$ cat config.mk
export PLATFORM = sky130hd
export DESIGN_NAME = bme_div
export DESIGN_NICKNAME = d
export VERILOG_FILES = /design/src/bme_pkg.sv /design/src/bme_div.sv
export SDC_FILE = /design/constraint.sdc
export NUM_CORES = 1
export LEC_CHECK = 0
export ABC_AREA = 0
export BUFFER_PORTS_ARGS = -buffer_cell sky130_fd_sc_hd__buf_2
export CAP_MARGIN = 20
export CORE_UTILIZATION = 52
export CTS_CLUSTER_DIAMETER = 50
export DETAILED_ROUTE_END_ITERATION = 16
export GPL_TIMING_DRIVEN = 1
export PLACE_DENSITY = 0.8
export SYNTH_ARGS = -nofsm -noshare
export SYNTH_HDL_FRONTEND = slang
export SYNTH_SLANG_ARGS = --single-unit
$ cat constraint.sdc
create_clock -name clock -period 8.69 [get_ports clock]
set_clock_uncertainty 0.15 [all_clocks]
set_input_delay 1.3035 -clock clock [delete_from_list [all_inputs] [get_ports clock]]
set_output_delay 1.3035 -clock clock [all_outputs]
set_load 0.02 [all_outputs]
$ cat src/bme_pkg.sv
`default_nettype none
package bme_pkg;

   localparam int MAX_BINS  = 1024;
   localparam int BIN_AW    = $clog2(MAX_BINS);
   localparam int BIN_CW    = BIN_AW + 1;
   localparam int SAMPLE_W  = 32;
   localparam int SUM_W     = 38;
   localparam int TOTAL_W   = 42;
   localparam int ACC_W     = 74;
   localparam int DIV_NW    = 84;
   localparam int DIV_DW    = 20;
   localparam int DIV_CW    = $clog2(DIV_NW);
   localparam int SQ_RW     = 64;
   localparam int SQ_QW     = 32;
   localparam int SQ_CW     = $clog2(SQ_QW);
   localparam int CSR_IW    = 3;
   localparam int CSR_DW    = 16;

   localparam logic [CSR_IW-1:0] CSR_BIN_SIZE = 3'd0;
   localparam logic [CSR_IW-1:0] CSR_NORM     = 3'd1;
   localparam logic [CSR_IW-1:0] CSR_RESTRICT = 3'd2;
   localparam logic [CSR_IW-1:0] CSR_FIRST    = 3'd3;
   localparam logic [CSR_IW-1:0] CSR_LAST     = 3'd4;

   localparam logic [1:0] NORM_NONE = 2'd0;
   localparam logic [1:0] NORM_STD  = 2'd1;
   localparam logic [1:0] NORM_BOOT = 2'd2;
   localparam logic [1:0] NORM_JACK = 2'd3;

   localparam logic [1:0] STATUS_OK     = 2'd0;
   localparam logic [1:0] STATUS_EMPTY  = 2'd1;
   localparam logic [1:0] STATUS_SINGLE = 2'd2;

   typedef struct packed {
      logic signed [SAMPLE_W-1:0] sample;
      logic                       final_set;
   } req_type;

   typedef struct packed {
      logic signed [31:0] mean;
      logic [31:0]        sigma;
      logic [10:0]        bins_used;
      logic [1:0]         status;
   } rsp_type;

   typedef struct packed {
      logic              go;
      logic [DIV_NW-1:0] dividend;
      logic [DIV_DW-1:0] divisor;
   } div_req_type;

   typedef struct packed {
      logic             go;
      logic [SQ_RW-1:0] radicand;
   } sqrt_req_type;

endpackage
`default_nettype wire

$ cat src/bme_div.sv
`default_nettype none
module bme_div (
   input  wire                         clock,
   input  wire                         reset,
   input  wire bme_pkg::div_req_type   req,
   output logic                        done,
   output logic [bme_pkg::DIV_NW-1:0]  quotient
);
   import bme_pkg::*;

   logic              busy_ff;
   logic              done_ff;
   logic [DIV_CW-1:0] cnt_ff;
   logic [DIV_DW-1:0] rem_ff;
   logic [DIV_DW-1:0] dsr_ff;
   logic [DIV_NW-1:0] quo_ff;
   logic [DIV_DW:0]   trial;
   logic [DIV_DW:0]   diff;
   logic              ge;

   always_comb begin
      trial = {rem_ff, quo_ff[DIV_NW-1]};
      diff  = trial - {1'b0, dsr_ff};
      ge    = trial >= {1'b0, dsr_ff};
   end

   always_ff @(posedge clock) begin
      if (reset) begin
         busy_ff <= 1'b0;
         done_ff <= 1'b0;
         cnt_ff  <= '0;
      end else begin
         done_ff <= 1'b0;
         if (req.go) begin
            busy_ff <= 1'b1;
            cnt_ff  <= '0;
            rem_ff  <= '0;
            quo_ff  <= req.dividend;
            dsr_ff  <= req.divisor;
         end else if (busy_ff) begin
            rem_ff <= ge ? diff[DIV_DW-1:0] : trial[DIV_DW-1:0];
            quo_ff <= {quo_ff[DIV_NW-2:0], ge};
            cnt_ff <= cnt_ff + 1'b1;
            if (cnt_ff == DIV_CW'(DIV_NW - 1)) begin
               busy_ff <= 1'b0;
               done_ff <= 1'b1;
            end
         end
      end
   end

   assign done     = done_ff;
   assign quotient = quo_ff;

endmodule
`default_nettype wire

==> results.txt <==
H-tree lvl count = 4
Vias = 4725
Drt wl/cell = 17.6 um
Peak supply drop = 0.124 mV
Power Density = 224 nW/um^2
CTS Hold Bufs = 0
Layout Cells excl Fill = 876
CTS tree = yes
Share of cells above drive strength 1 = 46.9%
Skew-Pair Late Insertion Delay = 0.42 ns
Mapped cell area = 6670 sq um
Top-count cell post-synth = edfxtp_1
Die W = 115 um
Share of the synthesized area in the top cell type = 55.8%
Gr usage total = 24.5%
Synth cell types = 61
Initial cell density of the core = 53.1%
CP required = 8.61 ns
Largest cells by area after synthesis = edfxtp_1, mux2_2, ha_1
Syn Nets = 624
Post-DR vias/cell = 5.39
R2R Setup Slk = 5.65 ns
Worst slew margin = 45.0%
Num CTS Buffers = 17
Clk pwr share = 41.0%
NetSw = 0.482 mW
P_leak = 3.45 nW
Yosys top cell by area = edfxtp_1
FF+latch count, synth = 133
Hold Worst Slack = 0.336 ns
Area delta synth->final = 26.3%
Post-CTS Setup Bufs = 0
Drt first pass iters = 4
Die area = 13300 sq um
Hold depth = 2
Resized cells post-CTS = 0
Asr flop ratio synth = 0%
Setup violations, final = 0
Row count = 41
Initial antenna violation count = 4
Syn avg cell area = 13.5 sq um
Routability congestion estimate = 0.839
Vias in the first global route = 4833
CP delay by family, top = buffers and inverters
Worst-margin pin slew = 0.824 ns
Reg clk slew, reported paths = 0.06 ns
CP Capture Type = register
First-pass GRT wire length = 24400 um
Final wirelength = 15400 um
Sequential area share after synthesis = 58.5%
Reg power frac = 41.4%
Largest net degree at the start of global routing = 86
Final period util = 38.7%
Crit-path max FO = 69
DRT iter0 DRCs = 191
Worst endpoint data arrival time = 3.29 ns
Combinational Power Share = 17.6%
Total congestion overflow = 0
Placeable core area = 12600 sq um
Max incr delay on CP = 0.51 ns
Mapped Cells = 495
CP max-delay cell = buf_4
Nets = 817
Max Slew Vio Count = 0
Sw Share = 25.5%
Crit-path cells = buf_4 -> nor2_1 -> nor2_4 -> buf_4 -> buf_16
Status = finished, final reports clean
Clk buf depth = 2
Crit path time final = 3.37 ns
Final hold violations = 0
Number of synthesized flops with an enable pin = 124
Ys flop type = edfxtp_1
Buf/Inv on CP = 3
Root buffer cell = clkbuf_16
RSZ-0062 raised after global routing = no
Antenna Nets Post-Route = 0
Drc violations = 0
Hpwl dp = 10700 um
Die height = 115 um
Dpl cells = 840
WS Path Type = input pin to register
Worst R2R Path Depth = 10
Most common library cells after synthesis = edfxtp_1, mux2_2, nand2_1
Fmax = 0.297 GHz
Yosys warns = 0
Summed negative setup slack over all endpoints = 0 ns
Min-delay worst type = register to register
Critical Path Source Type = input pin
Number of buffers added on ports = 191
Pwr Total = 1.89 mW
Critical path depth in cells = 5
Internal = 1.41 mW
Max-Cap Viols = 0
Most used cell, CP = buf_4
Sink Count = 133
# IOs = 192
-- layout by cell type, fill, tap and decap left out, drive strengths merged, types with 3 or more instances in the layout --
cell    netlist  routed
a211oi       10      10
a21o          4       4
a21oi        31      31
a31oi         3       3
buf           7     195
bufinv        0       5
clkbuf       14      18
clkinv        0       7
dfxtp         9       9
diode         0       3
edfxtp      124     124
ha           21      21
inv          26      27
mux2         84      84
nand2        38      38
nand2b        4       4
nand3         9       9
nand4         6       6
nor2         26      26
nor3          6       6
o211ai        3       3
o21a          5       5
o21ai        12      12
o21bai        3       3
or3           3       3
xnor2        10      10
xor2          6       6
-- registers in the layout (all words and copies together), names as in the netlist --
signal	cells
busy_ff	1
rem_ff	20
cnt_ff	7
dsr_ff	20
done	1
quotient	84
-- cell type report --
class / instances / area (sq um)
clock inverter: 14 / 208
timing repair buffer: 195 / 1010
inverter: 26 / 97.6
multi-input combinational: 315 / 2560
tap: 172 / 215
clock buffer: 18 / 429
sequential: 133 / 3900
antenna: 3 / 7.51
fill: 906 / 4140
-- worst reg2reg max path, stage by stage (launching register included) --
cell	delay, ns
edfxtp_1	0.43
inv_1	0.07
ha_1	0.25
fa_1	0.38
nand2b_1	0.19
a21oi_1	0.26
o21a_1	0.30
a21oi_4	0.11
mux2i_1	0.15
a2111oi_2	0.38
nor3_1	0.09
-- cells by family after synthesis --
| logic type | synth area share, % |
|---|---|
| buffers and inverters | 3.25 |
| multiplexers | 14.5 |
| adder cells (fa/ha/maj) | 4.24 |
| XOR/XNOR | 2.10 |
| AO/OA/AOI/OAI | 9.89 |
| flip-flops | 58.5 |
| AND/OR/NAND/NOR | 7.45 |
-- power groups by stage --
| stage | Clock, mW | Sequential [mW] | Combinational [mW] |
|---|---|---|---|
| after floorplan | 0 | 0.825 | 0.211 |
| after global placement | 0 | 0.793 | 0.317 |
| after detailed placement | 0 | 0.795 | 0.327 |
| after CTS | 0.784 | 0.783 | 0.330 |
| after global routing | 0.807 | 0.787 | 0.365 |
| final | 0.775 | 0.782 | 0.333 |
-- metal layers --
layer  vias to the layer above  GRT usage, %  wire length, um
li1                       2258             -                -
met3                        22          9.01              987
met1                      2281          28.8             6280
met5                         -             0                0
met2                       164          40.6             7770
met4                         0          10.6              352
-- stage by stage --
step	setup slack, ns	util, %	instance area, sq um
after floorplan	1.34	-	6670
after global placement	4.77	61.7	7750
after detailed placement	4.65	61.7	7750
after CTS	5.11	66.8	8390
after global routing	5.19	67.0	8430
final	5.32	67.0	8430
-- path summary, 6_finish.rpt --
check                               from                  endpoint
setup / recovery                req[104]    quotient[68]$_DFFE_PP_
hold / removal    cnt_ff[6]$_SDFFE_PP0P_    cnt_ff[6]$_SDFFE_PP0P_
setup reg to reg  quotient[83]$_DFFE_PP_  rem_ff[16]$_SDFFCE_PP0P_
hold reg to reg   cnt_ff[6]$_SDFFE_PP0P_    cnt_ff[6]$_SDFFE_PP0P_
Power figures use the tool's default switching activity.
