## config.mk

```make
export PLATFORM = sky130hd
export DESIGN_NAME = bme_sqrt
export DESIGN_NICKNAME = d
export VERILOG_FILES = /design/src/bme_pkg.sv /design/src/bme_sqrt.sv
export SDC_FILE = /design/constraint.sdc
export NUM_CORES = 1
export LEC_CHECK = 0
export BUFFER_PORTS_ARGS = -buffer_cell sky130_fd_sc_hd__buf_2
export CAP_MARGIN = 10
export CORE_AREA = 2 2 129 131
export CTS_CLUSTER_SIZE = 8
export DETAILED_ROUTE_END_ITERATION = 8
export DIE_AREA = 0 0 131 133
export HOLD_SLACK_MARGIN = 0.12
export PLACE_DENSITY = 0.78
export REMOVE_ABC_BUFFERS = 1
export SKIP_CTS_REPAIR_TIMING = 1
export SYNTH_ARGS = -nofsm -noshare
export SYNTH_HDL_FRONTEND = slang
export SYNTH_SLANG_ARGS = --single-unit
export TNS_END_PERCENT = 5
```

## constraint.sdc

```tcl
create_clock -name clock -period 10.9 [get_ports clock]
set_clock_uncertainty 0.15 [all_clocks]
set_input_delay 0.545 -clock clock [delete_from_list [all_inputs] [get_ports clock]]
set_output_delay 0.545 -clock clock [all_outputs]
set_load 0.02 [all_outputs]
```

## src/bme_pkg.sv

```systemverilog
`default_nettype none
package bme_pkg;

   localparam int MAX_BINS  = 1024;
   localparam int BIN_AW    = $clog2(MAX_BINS);
   localparam int BIN_CW    = BIN_AW + 1;
   localparam int SAMPLE_W  = 32;
   localparam int SUM_W     = 38;
   localparam int TOTAL_W   = 42;
   localparam int ACC_W     = 74;
   localparam int DIV_NW    = 84;
   localparam int DIV_DW    = 20;
   localparam int DIV_CW    = $clog2(DIV_NW);
   localparam int SQ_RW     = 64;
   localparam int SQ_QW     = 32;
   localparam int SQ_CW     = $clog2(SQ_QW);
   localparam int CSR_IW    = 3;
   localparam int CSR_DW    = 16;

   localparam logic [CSR_IW-1:0] CSR_BIN_SIZE = 3'd0;
   localparam logic [CSR_IW-1:0] CSR_NORM     = 3'd1;
   localparam logic [CSR_IW-1:0] CSR_RESTRICT = 3'd2;
   localparam logic [CSR_IW-1:0] CSR_FIRST    = 3'd3;
   localparam logic [CSR_IW-1:0] CSR_LAST     = 3'd4;

   localparam logic [1:0] NORM_NONE = 2'd0;
   localparam logic [1:0] NORM_STD  = 2'd1;
   localparam logic [1:0] NORM_BOOT = 2'd2;
   localparam logic [1:0] NORM_JACK = 2'd3;

   localparam logic [1:0] STATUS_OK     = 2'd0;
   localparam logic [1:0] STATUS_EMPTY  = 2'd1;
   localparam logic [1:0] STATUS_SINGLE = 2'd2;

   typedef struct packed {
      logic signed [SAMPLE_W-1:0] sample;
      logic                       final_set;
   } req_type;

   typedef struct packed {
      logic signed [31:0] mean;
      logic [31:0]        sigma;
      logic [10:0]        bins_used;
      logic [1:0]         status;
   } rsp_type;

   typedef struct packed {
      logic              go;
      logic [DIV_NW-1:0] dividend;
      logic [DIV_DW-1:0] divisor;
   } div_req_type;

   typedef struct packed {
      logic             go;
      logic [SQ_RW-1:0] radicand;
   } sqrt_req_type;

endpackage
`default_nettype wire

```

## src/bme_sqrt.sv

```systemverilog
`default_nettype none
module bme_sqrt (
   input  wire                        clock,
   input  wire                        reset,
   input  wire bme_pkg::sqrt_req_type req,
   output logic                       done,
   output logic [bme_pkg::SQ_QW-1:0]  root
);
   import bme_pkg::*;

   logic             busy_ff;
   logic             done_ff;
   logic [SQ_CW-1:0] cnt_ff;
   logic [SQ_RW-1:0] rad_ff;
   logic [SQ_QW-1:0] root_ff;
   logic [SQ_QW:0]   rem_ff;
   logic [SQ_QW+2:0] part;
   logic [SQ_QW+2:0] trial;
   logic [SQ_QW+2:0] diff;
   logic             ge;

   always_comb begin
      part  = {rem_ff, rad_ff[SQ_RW-1:SQ_RW-2]};
      trial = {1'b0, root_ff, 2'b01};
      diff  = part - trial;
      ge    = part >= trial;
   end

   always_ff @(posedge clock) begin
      if (reset) begin
         busy_ff <= 1'b0;
         done_ff <= 1'b0;
         cnt_ff  <= '0;
      end else begin
         done_ff <= 1'b0;
         if (req.go) begin
            busy_ff <= 1'b1;
            cnt_ff  <= '0;
            rem_ff  <= '0;
            root_ff <= '0;
            rad_ff  <= req.radicand;
         end else if (busy_ff) begin
            rem_ff  <= ge ? diff[SQ_QW:0] : part[SQ_QW:0];
            root_ff <= {root_ff[SQ_QW-2:0], ge};
            rad_ff  <= {rad_ff[SQ_RW-3:0], 2'b00};
            cnt_ff  <= cnt_ff + 1'b1;
            if (cnt_ff == SQ_CW'(SQ_QW - 1)) begin
               busy_ff <= 1'b0;
               done_ff <= 1'b1;
            end
         end
      end
   end

   assign done = done_ff;
   assign root = root_ff;

endmodule
`default_nettype wire

```

==> results of run 1 <==
==> power groups by stage <==
stage	logic [uW]	clock network, uW	registers (uW)
2_1_floorplan	233	0	659
3_3_place_gp	315	0	650
3_5_place_dp	321	0	651
4_1_cts	323	573	641
5_1_grt	361	594	645
6_report	322	563	640
==> worst max path at each step <==
stage | end | slack [ns] | cells after the start
after floorplan | rad_ff[0] | 4.18 | 2
after global placement | rem_ff[28] | 7.48 | 10
after detailed placement | rem_ff[28] | 7.37 | 11
after CTS | rem_ff[28] | 7.35 | 11
after global routing | rem_ff[2] | 7.12 | 11
final | rem_ff[28] | 7.40 | 11
==> through the flow <==
stage	power (uW)	cells
after floorplan	892.9	615
after global placement	965.3	938
after detailed placement	971.5	938
after CTS	1536	970
after global routing	1600	970
final	1525	971
==> placed cells by master, fill, tap and decap left out, types with 14 or more instances in the layout <==
cell and n:
sky130_fd_sc_hd__nor2_1 88, sky130_fd_sc_hd__buf_2 98, sky130_fd_sc_hd__mux2i_1 20, sky130_fd_sc_hd__edfxtp_1 129, sky130_fd_sc_hd__ha_1 36, sky130_fd_sc_hd__nand2_1 33, sky130_fd_sc_hd__inv_1 40, sky130_fd_sc_hd__a21oi_1 29
sky130_fd_sc_hd__clkbuf_16 17, sky130_fd_sc_hd__mux2_2 62, sky130_fd_sc_hd__a21o_1 14, sky130_fd_sc_hd__xor2_1 14, sky130_fd_sc_hd__xnor2_1 16
==> metal layers <==
| layer | global-route usage (%) | routed length, um | up-vias |
|---|---|---|---|
| li1 | - | - | 2544 |
| met1 | 23.07 | 6606 | 2428 |
| met2 | 28.61 | 7079 | 132 |
| met3 | 8.775 | 1246 | 19 |
| met4 | 5.910 | 213 | 0 |
| met5 | 0 | 0 | - |
==> cells by family after synthesis <==
group / Yosys count / share of synthesized area, %
AND/OR/NAND/NOR: 170 / 9.785
flip-flops: 136 / 53.02
buffers and inverters: 72 / 4.066
multiplexers: 82 / 11.87
AO/OA/AOI/OAI: 120 / 11.84
XOR/XNOR: 30 / 3.471
adder cells (fa/ha/maj): 36 / 5.950
==> critical path, cell delays in order, from the launching register on <==
cell                        delay [ns]
sky130_fd_sc_hd__edfxtp_1         0.35
sky130_fd_sc_hd__inv_1            0.07
sky130_fd_sc_hd__ha_1             0.33
sky130_fd_sc_hd__o21a_2           0.17
sky130_fd_sc_hd__a2bb2oi_1        0.36
sky130_fd_sc_hd__a22oi_1          0.14
sky130_fd_sc_hd__a21oi_2          0.23
sky130_fd_sc_hd__o31ai_4          0.12
sky130_fd_sc_hd__o21ai_4          0.55
sky130_fd_sc_hd__buf_4            0.43
sky130_fd_sc_hd__nor2_1           0.10
sky130_fd_sc_hd__a32o_1           0.24
==> flip-flops by register name (all words and copies together) (netlist names) <==
register and count:
busy_ff 1, cnt_ff 5, rad_ff 64, rem_ff 33
root 32, done 1
==> cell type report <==
class                           count  share of cell area, %
Antenna cell                        1                0.02840
Tap cell                          220                  3.124
Timing Repair Buffer              103                  5.992
Clock buffer                       24                  5.353
Multi-Input combinational cell    438                  37.07
Inverter                           41                  1.746
Sequential cell                   136                  45.55
Clock inverter                      8                  1.136
==> metrics.md, run 1 <==
| Metric | Value |
|---|---|
| Cells after Synth | between 600 and 700 |
| Clock-pin slew on the worst setup and hold paths | approximately 0.06 ns |
| DR vias | ~5.1k |
| Commonest cells in the netlist | 129 x sky130_fd_sc_hd__edfxtp_1, 89 x sky130_fd_sc_hd__nor2_1, 62 x sky130_fd_sc_hd__mux2_2 |
| Final Routed Wirelength | 15150 um |
| Count of final max-slew check failures | 0 |
| Terminus of the critical flop-to-flop path | rem_ff[28] |
| Share of the cycle needed by the critical path after routing | 32.12% |
| Number of cells traversed by the worst register-to-register path | 11 |
| Maximum net fanout on the critical path | 21 |
| Part of the power in the clock network | a little under two fifths |
| Worst Hold Path EP | busy_ff |
| FFs w/ async S/R, synth | 0% |
| GP Congestion | between 0.8 and 0.9 |
| Initial antenna violation count | 1 |
| Inserted Clock Buffers | 17 |
| Final global-route overflow total | 0 |
| Pin count of the biggest net entering global routing | 84 |
| CTS sink count | 136 |
| Floorplan die area | 17420 um^2 |
| Utilization after layout | a little over half |
| I/O pin cnt | 100 |
| Power per cell area | between 150 and 200 nW/um^2 |
| Summed area of non-filler cells in the final layout | roughly 8800 um^2 |
| Data required, critical path | 10.92 ns |
| Final layout net count | 840 |
| Number of buffers on the longest clock path | 2 |
| Antenna-violating nets left | 0 |
| Critical path class | reg2reg |
| Placeable Area | between 15000 and 20000 um^2 |
| Total count of hold-check failures in the final report | 0 |
| Static power due to leakage | 0.003590 uW |
| Arrival time at the worst endpoint | ~3.5 ns |
| Register area | between 4000 and 5000 um^2 |
| Port Buf Inserts | 99 |
| Worst slew margin relative to its limit | 33.35% |
| Number of fill cells in the layout | between 1k and 1.5k |
| Die extent in y | roughly 130 um |
| H-tree levels | 4 |
| Combined global-route utilization of all metal layers | 18.57% |
| Post-Place Setup Slack | ~7.4 ns |
| Distinct cells, synth | 62 |
| CTS Root Buffer Type | sky130_fd_sc_hd__clkbuf_16 |
| Origin of the critical flop-to-flop path | root[2] |
| Setup repair after global routing missed its margin | false |
| Slack of the worst reg-to-reg path | between 7 and 8 ns |
| Final TNS setup | 0 ns |
| Hold Crit Class | in2reg |
| Number of iterations in the first detailed-routing pass | 7 |
| Largest cells by area after synthesis | sky130_fd_sc_hd__edfxtp_1 51%, sky130_fd_sc_hd__mux2_2 9.2%, sky130_fd_sc_hd__ha_1 6.0% |
| Critical path startpoint | root[2] |
| Switching part of the total | between 20% and 30% |
| Cell internal power dissipation | around 1100 uW |
| Final setup margin | approximately 7.4 ns |
| Number of maximum-capacitance violations | 0 |
| Placement Cell Area | between 8000 and 9000 um^2 |
| Vias per std cell | ~5.3 |
| Initial core utilization | a little under half |
| Number of synthesized flops with an enable pin | between 100 and 150 |
| Share of layout cells above drive strength 1 | between 20 and 30% |
| Setup Viol. Count Final | 0 |
| Endpoint class of the critical path | register |
| Average wire length per cell after detail routing | between 15 and 20 um |
| Ys flop type | sky130_fd_sc_hd__edfxtp_1 |
| Post-Syn Area | roughly 7600 um^2 |
| Peak supply drop | approximately 120 uV |
| Via count of the first global-routing pass | 5367 |
| Maximum frequency from static timing analysis | about 0.29 GHz |
| Most used standard cell by instance count after synthesis | sky130_fd_sc_hd__edfxtp_1 |
| Proportion of power drawn by flip-flops and latches | 42.0% |
| TritonCTS clock tree | done |
| Number of DRC violations after detailed-routing iteration 0 | roughly 320 |
| Share of the yosys chip area belonging to registers | between 50% and 60% |
| Post-Route Hold Slack | 0.1944 ns |
| Area growth from synthesis to final layout | 16.41% |
| Period minus WS final | about 3.5 ns |
| Share of the synthesized area in the top cell type | roughly half |
| Slew at the pin closest to its max-slew limit | around 1 ns |
| Sw Pwr | 417.6 uW |
| Clock insertion delay at the later pin of the skew report | about 0.42 ns |
| Multi-input logic area | 3267 um^2 |
| Count of standard-cell rows | 47 |
| Average cell area after synthesis | between 10 and 15 um^2 |
| Synthesis-stage register bit count | 136 |
| Number of warnings issued by yosys | 0 |
| Overall die width | ~130 um |
| Area leader, netlist | sky130_fd_sc_hd__edfxtp_1 |
| Hold path startpoint | reset |
| Detailed-placement wirelength estimate | ~11000 um |
| Drt drc | 0 |
| CP startpoint kind | register |
| Run status | finished, final reports clean |
| First-pass GRT wire length | around 25000 um |
| Combinational cell fraction of total power | 21.1% |
| Worst Hold Path Cells | 2 |
(Power assumes the default switching activity.)
==> run 2, diff against run 1 <==
--- a/config.mk
+++ b/config.mk
@@ -5,14 +5,15 @@
 export SDC_FILE = /design/constraint.sdc
 export NUM_CORES = 1
 export LEC_CHECK = 0
+export ABC_AREA = 1
 export BUFFER_PORTS_ARGS = -buffer_cell sky130_fd_sc_hd__buf_2
 export CAP_MARGIN = 10
-export CORE_AREA = 2 2 129 131
+export CORE_AREA = 2 2 139 141
 export CTS_CLUSTER_SIZE = 8
 export DETAILED_ROUTE_END_ITERATION = 8
-export DIE_AREA = 0 0 131 133
+export DIE_AREA = 0 0 141 143
 export HOLD_SLACK_MARGIN = 0.12
-export PLACE_DENSITY = 0.78
+export PLACE_DENSITY = 0.8
 export REMOVE_ABC_BUFFERS = 1
 export SKIP_CTS_REPAIR_TIMING = 1
 export SYNTH_ARGS = -nofsm -noshare
==> constraint.sdc (replaced) <==
create_clock -name clock -period 3.1 [get_ports clock]
set_clock_uncertainty 0.15 [all_clocks]
set_input_delay 0.155 -clock clock [delete_from_list [all_inputs] [get_ports clock]]
set_output_delay 0.155 -clock clock [all_outputs]
set_load 0.02 [all_outputs]
==> run 2 against run 1 <==
Synthesized area grew 16%. Non-clock buffer count is 68 higher. Clock power increased to 3.6 times the previous value. Routed wire length grew 55%. Critical path type unchanged.
==> metrics.md, run 2 <==
| Metric | Value |
|---|---|
| Antenna-violating nets left | 0 (unchanged) |
| Initial core utilization | 47.27% (+0.46 points) |
| Number of warnings issued by yosys | 0 (unchanged) |
| Met2 wire len | 11250 um (+59%) |
| Clock-pin slew on the worst setup and hold paths | 0.07 ns (about the same) |
| H-tree levels | 4 (unchanged) |
| Power per cell area | 524.8 nW/um^2 (+200%) |
| Terminus of the critical flop-to-flop path | rem_ff[2] |
| Pwr Total | 5637 uW (+270%) |
| Placeable Area | 18580 um^2 (+15%) |
| Area leader, netlist | sky130_fd_sc_hd__edfxtp_1 |
| I/O pin cnt | 100 (unchanged) |
| Combined global-route utilization of all metal layers | 21.83% (+3.3 points) |
| Number of DRC violations after detailed-routing iteration 0 | 571 (+79%) |
| Average wire length per cell after detail routing | 14.63 um (-6.2%) |
| Maximum net fanout on the critical path | 26 (+24%) |
| Ys flop type | sky130_fd_sc_hd__edfxtp_1 |
| Synthesis-stage register bit count | 136 (unchanged) |
| DR vias | 7866 (+54%) |
| Origin of the critical flop-to-flop path | rem_ff[2] |
| Area growth from synthesis to final layout | 22.31% |
| Number of buffers on the longest clock path | 2 (unchanged) |
| Drt drc | 0 (unchanged) |
| Cells after Synth | 1192 (+85%) |
| Number of cells traversed by the worst register-to-register path | 10 (-1) |
| Commonest cells in the netlist | 507 x sky130_fd_sc_hd__nand2_1, 204 x sky130_fd_sc_hd__inv_1, 134 x sky130_fd_sc_hd__nor2_1 |
| Most used cells in the layout excluding fill and tap cells | 507 x sky130_fd_sc_hd__nand2_1, 204 x sky130_fd_sc_hd__inv_1, 134 x sky130_fd_sc_hd__nor2_1 |
| Setup Viol. Count Final | 0 (unchanged) |
| Utilization after layout | 57.81% (+3.3 points) |
| CTS Root Buffer Type | sky130_fd_sc_hd__clkbuf_16 |
| Largest cells by area after synthesis | sky130_fd_sc_hd__edfxtp_1 44%, sky130_fd_sc_hd__nand2_1 22%, sky130_fd_sc_hd__inv_1 8.7% |
| Register ranked first by flip-flop count | rad_ff |
| CP startpoint kind | register |
| TritonCTS clock tree | done |
| Slew at the pin closest to its max-slew limit | 1.016 ns (+0.01664 ns) |
| Number of maximum-capacitance violations | 0 (unchanged) |
| Data required, critical path | 3.14 ns (-7.78 ns) |
| Hold path startpoint | req[64] |
| Average cell area after synthesis | 7.368 um^2 (-37%) |
| Total count of hold-check failures in the final report | 0 (unchanged) |
| Final setup margin | 0.3579 ns (-7.041 ns) |
| Share of the synthesized area in the top cell type | 44.11% (-7.1 points) |
| Number of iterations in the first detailed-routing pass | 5 (-2) |
| Flip-flop count of the largest register after layout | 64 (unchanged) |
| Initial antenna violation count | 0 (-1) |
| Share of layout cells above drive strength 1 | 13.62% (-15 points) |
| Top Metal Used | met4 |
| Vias per std cell | 4.916 (-6.8%) |
| Share of the cycle needed by the critical path after routing | 88.45% (+56 points) |
| GP Congestion | 1.001 (+18%) |
| Peak supply drop | 387.7 uV (+230%) |
| Inserted Clock Buffers | 17 (unchanged) |
| Post-Syn Area | 8782 um^2 (+16%) |
| Period minus WS final | 2.742 ns (-0.7589 ns) |
| FFs w/ async S/R, synth | 0% (unchanged) |
| Count of final max-slew check failures | 0 (unchanged) |
| Critical path class | reg2reg |
| Arrival time at the worst endpoint | 2.78 ns (-0.74 ns) |
| Most used standard cell by instance count after synthesis | sky130_fd_sc_hd__nand2_1 |
| Hold Crit Class | in2reg |
| Worst Hold Path EP | rad_ff[34] |
| Final Routed Wirelength | 23410 um (+55%) |
| First-pass GRT wire length | 34540 um (+36%) |
| Via count of the first global-routing pass | 7168 (+34%) |
| Detailed-routing wirelength on met1 | 10100 um (+53%) |
| Setup repair after global routing missed its margin | false |
| Slack of the worst reg-to-reg path | 0.36 ns (-7.04 ns) |
| Port Buf Inserts | 99 (unchanged) |
| Endpoint class of the critical path | register |
| Worst Hold Path Cells | 5 (+3) |
| Routed length on met3 | 1595 um (+28%) |
| Post-Route Hold Slack | 0.2751 ns (+0.08064 ns) |
| Distinct cells, synth | 36 (-42%) |
| Pin count of the biggest net entering global routing | 130 (+55%) |
| Run status | finished, final reports clean |
| Final global-route overflow total | 0 (unchanged) |
| Leading cell type in the layout, fill and taps excluded | sky130_fd_sc_hd__nand2_1 |
| Floorplan die area | 20160 um^2 (+16%) |
| Detailed-placement wirelength estimate | 15280 um (+43%) |
| Worst slew margin relative to its limit | 32.24% (-1.1 points) |
| Share of the yosys chip area belonging to registers | 45.70% (-7.3 points) |
| CTS sink count | 136 (unchanged) |
| Die extent in y | 143 um (+7.5%) |
| Number of synthesized flops with an enable pin | 129 (unchanged) |
| Post-Place Setup Slack | 0.3669 ns (-7.005 ns) |
| Count of standard-cell rows | 50 (+6.4%) |
| Antenna diodes | 0 (-1) |
| Final layout net count | 1457 (+73%) |
| Clock insertion delay at the later pin of the skew report | 0.43 ns (about the same) |
| Overall die width | 141 um (+7.6%) |
| Static power due to leakage | 0.005637 uW (+57%) |
| Maximum frequency from static timing analysis | 0.3647 GHz (+28%) |
[run 2: worst max path at each step]
stage,startpoint,to,slack (ns)
floorplan,req[64],rad_ff[0],-6.10
global placement,rem_ff[2],rem_ff[17],0.43
detailed placement,root[30],rem_ff[2],0.37
CTS,root[30],rem_ff[2],0.36
global route,root[30],rem_ff[2],0.16
finish,rem_ff[2],rem_ff[2],0.36
[run 2: worst max-delay path, cell delays in order (launching register included)]
cell	delay, ns
sky130_fd_sc_hd__edfxtp_1	0.42
sky130_fd_sc_hd__ha_1	0.37
sky130_fd_sc_hd__nand2_1	0.12
sky130_fd_sc_hd__nor2_1	0.30
sky130_fd_sc_hd__nand4_1	0.19
sky130_fd_sc_hd__nand3_2	0.18
sky130_fd_sc_hd__nand2_4	0.31
sky130_fd_sc_hd__nand2_8	0.26
sky130_fd_sc_hd__nand2_1	0.08
sky130_fd_sc_hd__nand2_1	0.07
sky130_fd_sc_hd__nor2_1	0.05
[run 2: kinds of logic after synthesis]
| group | Yosys count | share of synthesized area [%] |
|---|---|---|
| xor+xnor | 15 | 1.496 |
| fa+ha+maj | 36 | 5.129 |
| buf+inv | 243 | 10.93 |
| flops | 136 | 45.70 |
| compound gates | 23 | 1.539 |
| simple gates | 739 | 35.20 |
[run 2: cell type report]
type                    instances  area [um^2]
well taps                     234        292.8
repair buffers                171         1241
multi-input cells             813         3820
inverters                     215        807.0
clock inverters                14        141.4
flip-flops and latches        136         4014
fillers                      1688         7839
clock buffers                  17        425.4
[run 2: routing by layer]
metal	up-vias	global-route usage, %
met4	0	5.737
met3	36	5.164
li1	3970	-
met2	273	35.64
met1	3587	29.41
met5	-	0
[run 2: metrics by stage]
step                std cells  instance area (um^2)  TNS, ns
floorplan                1164                  8630  -793.50
global route             1600                 10740        0
CTS                      1534                 10080        0
finish                   1600                 10740        0
global placement         1503                  9514        0
detailed placement       1503                  9514        0
[run 2: power by group]
group	internal [uW]	switching [uW]	total (uW)	leakage, uW
Sequential	2190	57.0	2250	0.00131
Combinational	493	904	1400	0.00406
Clock	1120	876	2000	0.000270
==> run 3, diff against run 2 <==
--- a/config.mk
+++ b/config.mk
@@ -16,6 +16,7 @@
 export PLACE_DENSITY = 0.8
 export REMOVE_ABC_BUFFERS = 1
 export SKIP_CTS_REPAIR_TIMING = 1
+export SLEW_MARGIN = 25
 export SYNTH_ARGS = -nofsm -noshare
 export SYNTH_HDL_FRONTEND = slang
 export SYNTH_SLANG_ARGS = --single-unit
==> constraint.sdc (replaced) <==
create_clock -name clock -period 3.1 [get_ports clock]
set_clock_uncertainty 0.15 [all_clocks]
set_input_delay 0.31 -clock clock [delete_from_list [all_inputs] [get_ports clock]]
set_output_delay 0.31 -clock clock [all_outputs]
set_load 0.02 [all_outputs]
==> run 3 against run 2 <==
Fmax up 1.3%. Register-to-register slack better by 0.04 ns. Critical path depth increased by 3. Global-route usage hardly changed. Sequential power about the same. Die area stayed put. Critical path type unchanged. Largest power group unchanged.
==> metrics.md, run 3 (synthesis results as in run 2) <==
| Metric | Value |
|---|---|
| Run status | finished, final reports clean |
| Slew at the pin closest to its max-slew limit | 0.7530 ns (-0.2634 ns) |
| CP startpoint kind | register |
| GP Congestion | 0.9114 (-9.0%) |
| CTS sink count | 136 (unchanged) |
| Detailed-placement wirelength estimate | 15310 um (+0.23%) |
| Most used cells in the layout excluding fill and tap cells | 507 x sky130_fd_sc_hd__nand2_1, 204 x sky130_fd_sc_hd__inv_1, 134 x sky130_fd_sc_hd__nor2_1 |
| Period minus WS final | 2.706 ns (-0.03599 ns) |
| Worst slew margin relative to its limit | 49.80% (+18 points) |
| Critical path class | reg2reg |
| Clock insertion delay at the later pin of the skew report | 0.43 ns (about the same) |
| Count of standard-cell rows | 50 (unchanged) |
| Via count of the first global-routing pass | 7159 (-0.13%) |
| DR vias | 7882 (+0.20%) |
| Clock-pin slew on the worst setup and hold paths | 0.06 ns (about the same) |
| Share of layout cells above drive strength 1 | 13.61% (about the same) |
| Longest individual stage delay on the worst path | 0.44 ns (+0.02 ns) |
| Initial core utilization | 47.27% (unchanged) |
| Final layout net count | 1457 (unchanged) |
| Highest-delay cell along the critical path | sky130_fd_sc_hd__a21oi_4 |
| Power per cell area | 524.0 nW/um^2 (-0.15%) |
| Number of cells traversed by the worst register-to-register path | 13 (+3) |
| Register ranked first by flip-flop count | rad_ff |
| First-pass GRT wire length | 34700 um (+0.46%) |
| Vias per std cell | 4.923 (+0.14%) |
| Number of iterations in the first detailed-routing pass | 5 (unchanged) |
| Number of maximum-capacitance violations | 0 (unchanged) |
| Die extent in y | 143 um (unchanged) |
| Share of the cycle needed by the critical path after routing | 87.29% (-1.2 points) |
| Arrival time at the worst endpoint | 2.71 ns (-0.07 ns) |
| Area growth from synthesis to final layout | 22.35% (about the same) |
| Static power due to leakage | 0.005631 uW (-0.11%) |
| Antenna diodes | 0 (unchanged) |
| Average wire length per cell after detail routing | 14.69 um (+0.38%) |
| CTS Root Buffer Type | sky130_fd_sc_hd__clkbuf_16 |
| Port Buf Inserts | 99 (unchanged) |
| I/O pin cnt | 100 (unchanged) |
| Final global-route overflow total | 0 (unchanged) |
| Worst Hold Path Cells | 4 (-1) |
| Count of final max-slew check failures | 0 (unchanged) |
| Setup repair after global routing missed its margin | false |
| Maximum net fanout on the critical path | 13 (-50%) |
| TritonCTS clock tree | done |
| Final Routed Wirelength | 23510 um (+0.44%) |
| Drt drc | 0 (unchanged) |
| Endpoint class of the critical path | register |
| Total count of hold-check failures in the final report | 0 (unchanged) |
| Hold Crit Class | in2reg |
| Final TNS setup | 0 ns (unchanged) |
| Floorplan die area | 20160 um^2 (unchanged) |
| Most numerous cell on the critical path | sky130_fd_sc_hd__nand2_1 |
| Leading cell type in the layout, fill and taps excluded | sky130_fd_sc_hd__nand2_1 |
| Crit path cell chain | inv_1 > ha_1 > nand2_1 > inv_1 > nand2_1 > nand2_1 > nand2_1 > nand2_1 > nand2_2 > nand4_1 > a21oi_4 > buf_12 > nor2_1 |
| Antenna-violating nets left | 0 (unchanged) |
| Inserted Clock Buffers | 17 (unchanged) |
| Number of DRC violations after detailed-routing iteration 0 | 477 (-16%) |
| Peak supply drop | 418.9 uV (+8.0%) |
| Setup Viol. Count Final | 0 (unchanged) |
| Pin count of the biggest net entering global routing | 99 (-24%) |
| Combined global-route utilization of all metal layers | 21.87% (+0.043 points) |
| Overall die width | 141 um (unchanged) |
| H-tree levels | 4 (unchanged) |
| Maximum frequency from static timing analysis | 0.3695 GHz (+1.3%) |
| Flip-flop count of the largest register after layout | 64 (unchanged) |
| Placeable Area | 18580 um^2 (unchanged) |
| Initial antenna violation count | 0 (unchanged) |
| Number of buffers on the longest clock path | 2 (unchanged) |
| Utilization after layout | 57.83% (about the same) |
| Data required, critical path | 3.10 ns (-0.04 ns) |
run 3: cell types whose count changed in the layout (fill, tap and decap cells not counted), sizes merged:
| cell | change |
|---|---|
| buf | +1 |
| bufinv | -1 |
| clkbuf | +4 |
| clkinv | -2 |
| clkinvlp | +2 |
| dlygate4sd3 | -1 |
| inv | -2 |
run 3: final cells by class:
type	count	area (um^2)
tap	234	292.8
clock inverter	11	86.33
timing repair buffer	171	1242
clock buffer	21	483.0
sequential	136	4014
fill	1665	7835
multi-input combinational	813	3820
inverter	215	807.0
run 3: metrics by stage:
| step | std cells | total power [uW] | setup WS, ns | cell area (um^2) | hold WS (ns) |
|---|---|---|---|---|---|
| after floorplan | 1164 | 3217 | -6.260 | 8630 | 0.2838 |
| after global placement | 1504 | 3559 | 0.4340 | 9522 | 0.3031 |
| after detailed placement | 1504 | 3581 | 0.4081 | 9522 | 0.3118 |
| after CTS | 1536 | 5555 | 0.3889 | 10090 | -0.01838 |
| after global routing | 1601 | 5927 | 0.1838 | 10750 | 0.1584 |
| final | 1601 | 5631 | 0.3939 | 10750 | 0.1588 |
run 3: final timing paths:
check	startpoint	to	slack, ns
hold / removal	req[64]	busy_ff	0.16
hold reg to reg	rad_ff[60]	rad_ff[62]	0.36
setup reg to reg	root[20]	root[0]	0.39
setup / recovery	root[20]	root[0]	0.39
run 3: critical path, delay by kind of cell (launching register included):
| family | cells | cell delay (ns) |
|---|---|---|
| flip-flops | 1 | 0.39 |
| AO/OA/AOI/OAI | 1 | 0.44 |
| AND/OR/NAND/NOR | 8 | 0.77 |
| adder cells (fa/ha/maj) | 1 | 0.31 |
| buffers and inverters | 3 | 0.36 |
run 3: power breakdown:
part           switching (uW)  total, uW  internal (uW)  leakage, uW
clock network             871       2000           1130     0.000263
registers                56.1       2240           2190      0.00131
logic                     895       1390            493      0.00406
run 3: metal layers:
layer | global-route usage (%) | vias up | share of wire [%]
li1 | - | 3973 | -
met2 | 35.61 | 288 | 47
met1 | 28.59 | 3574 | 42
met5 | 0 | - | 0
met4 | 8.842 | 0 | 3.1
met3 | 4.695 | 47 | 7.0
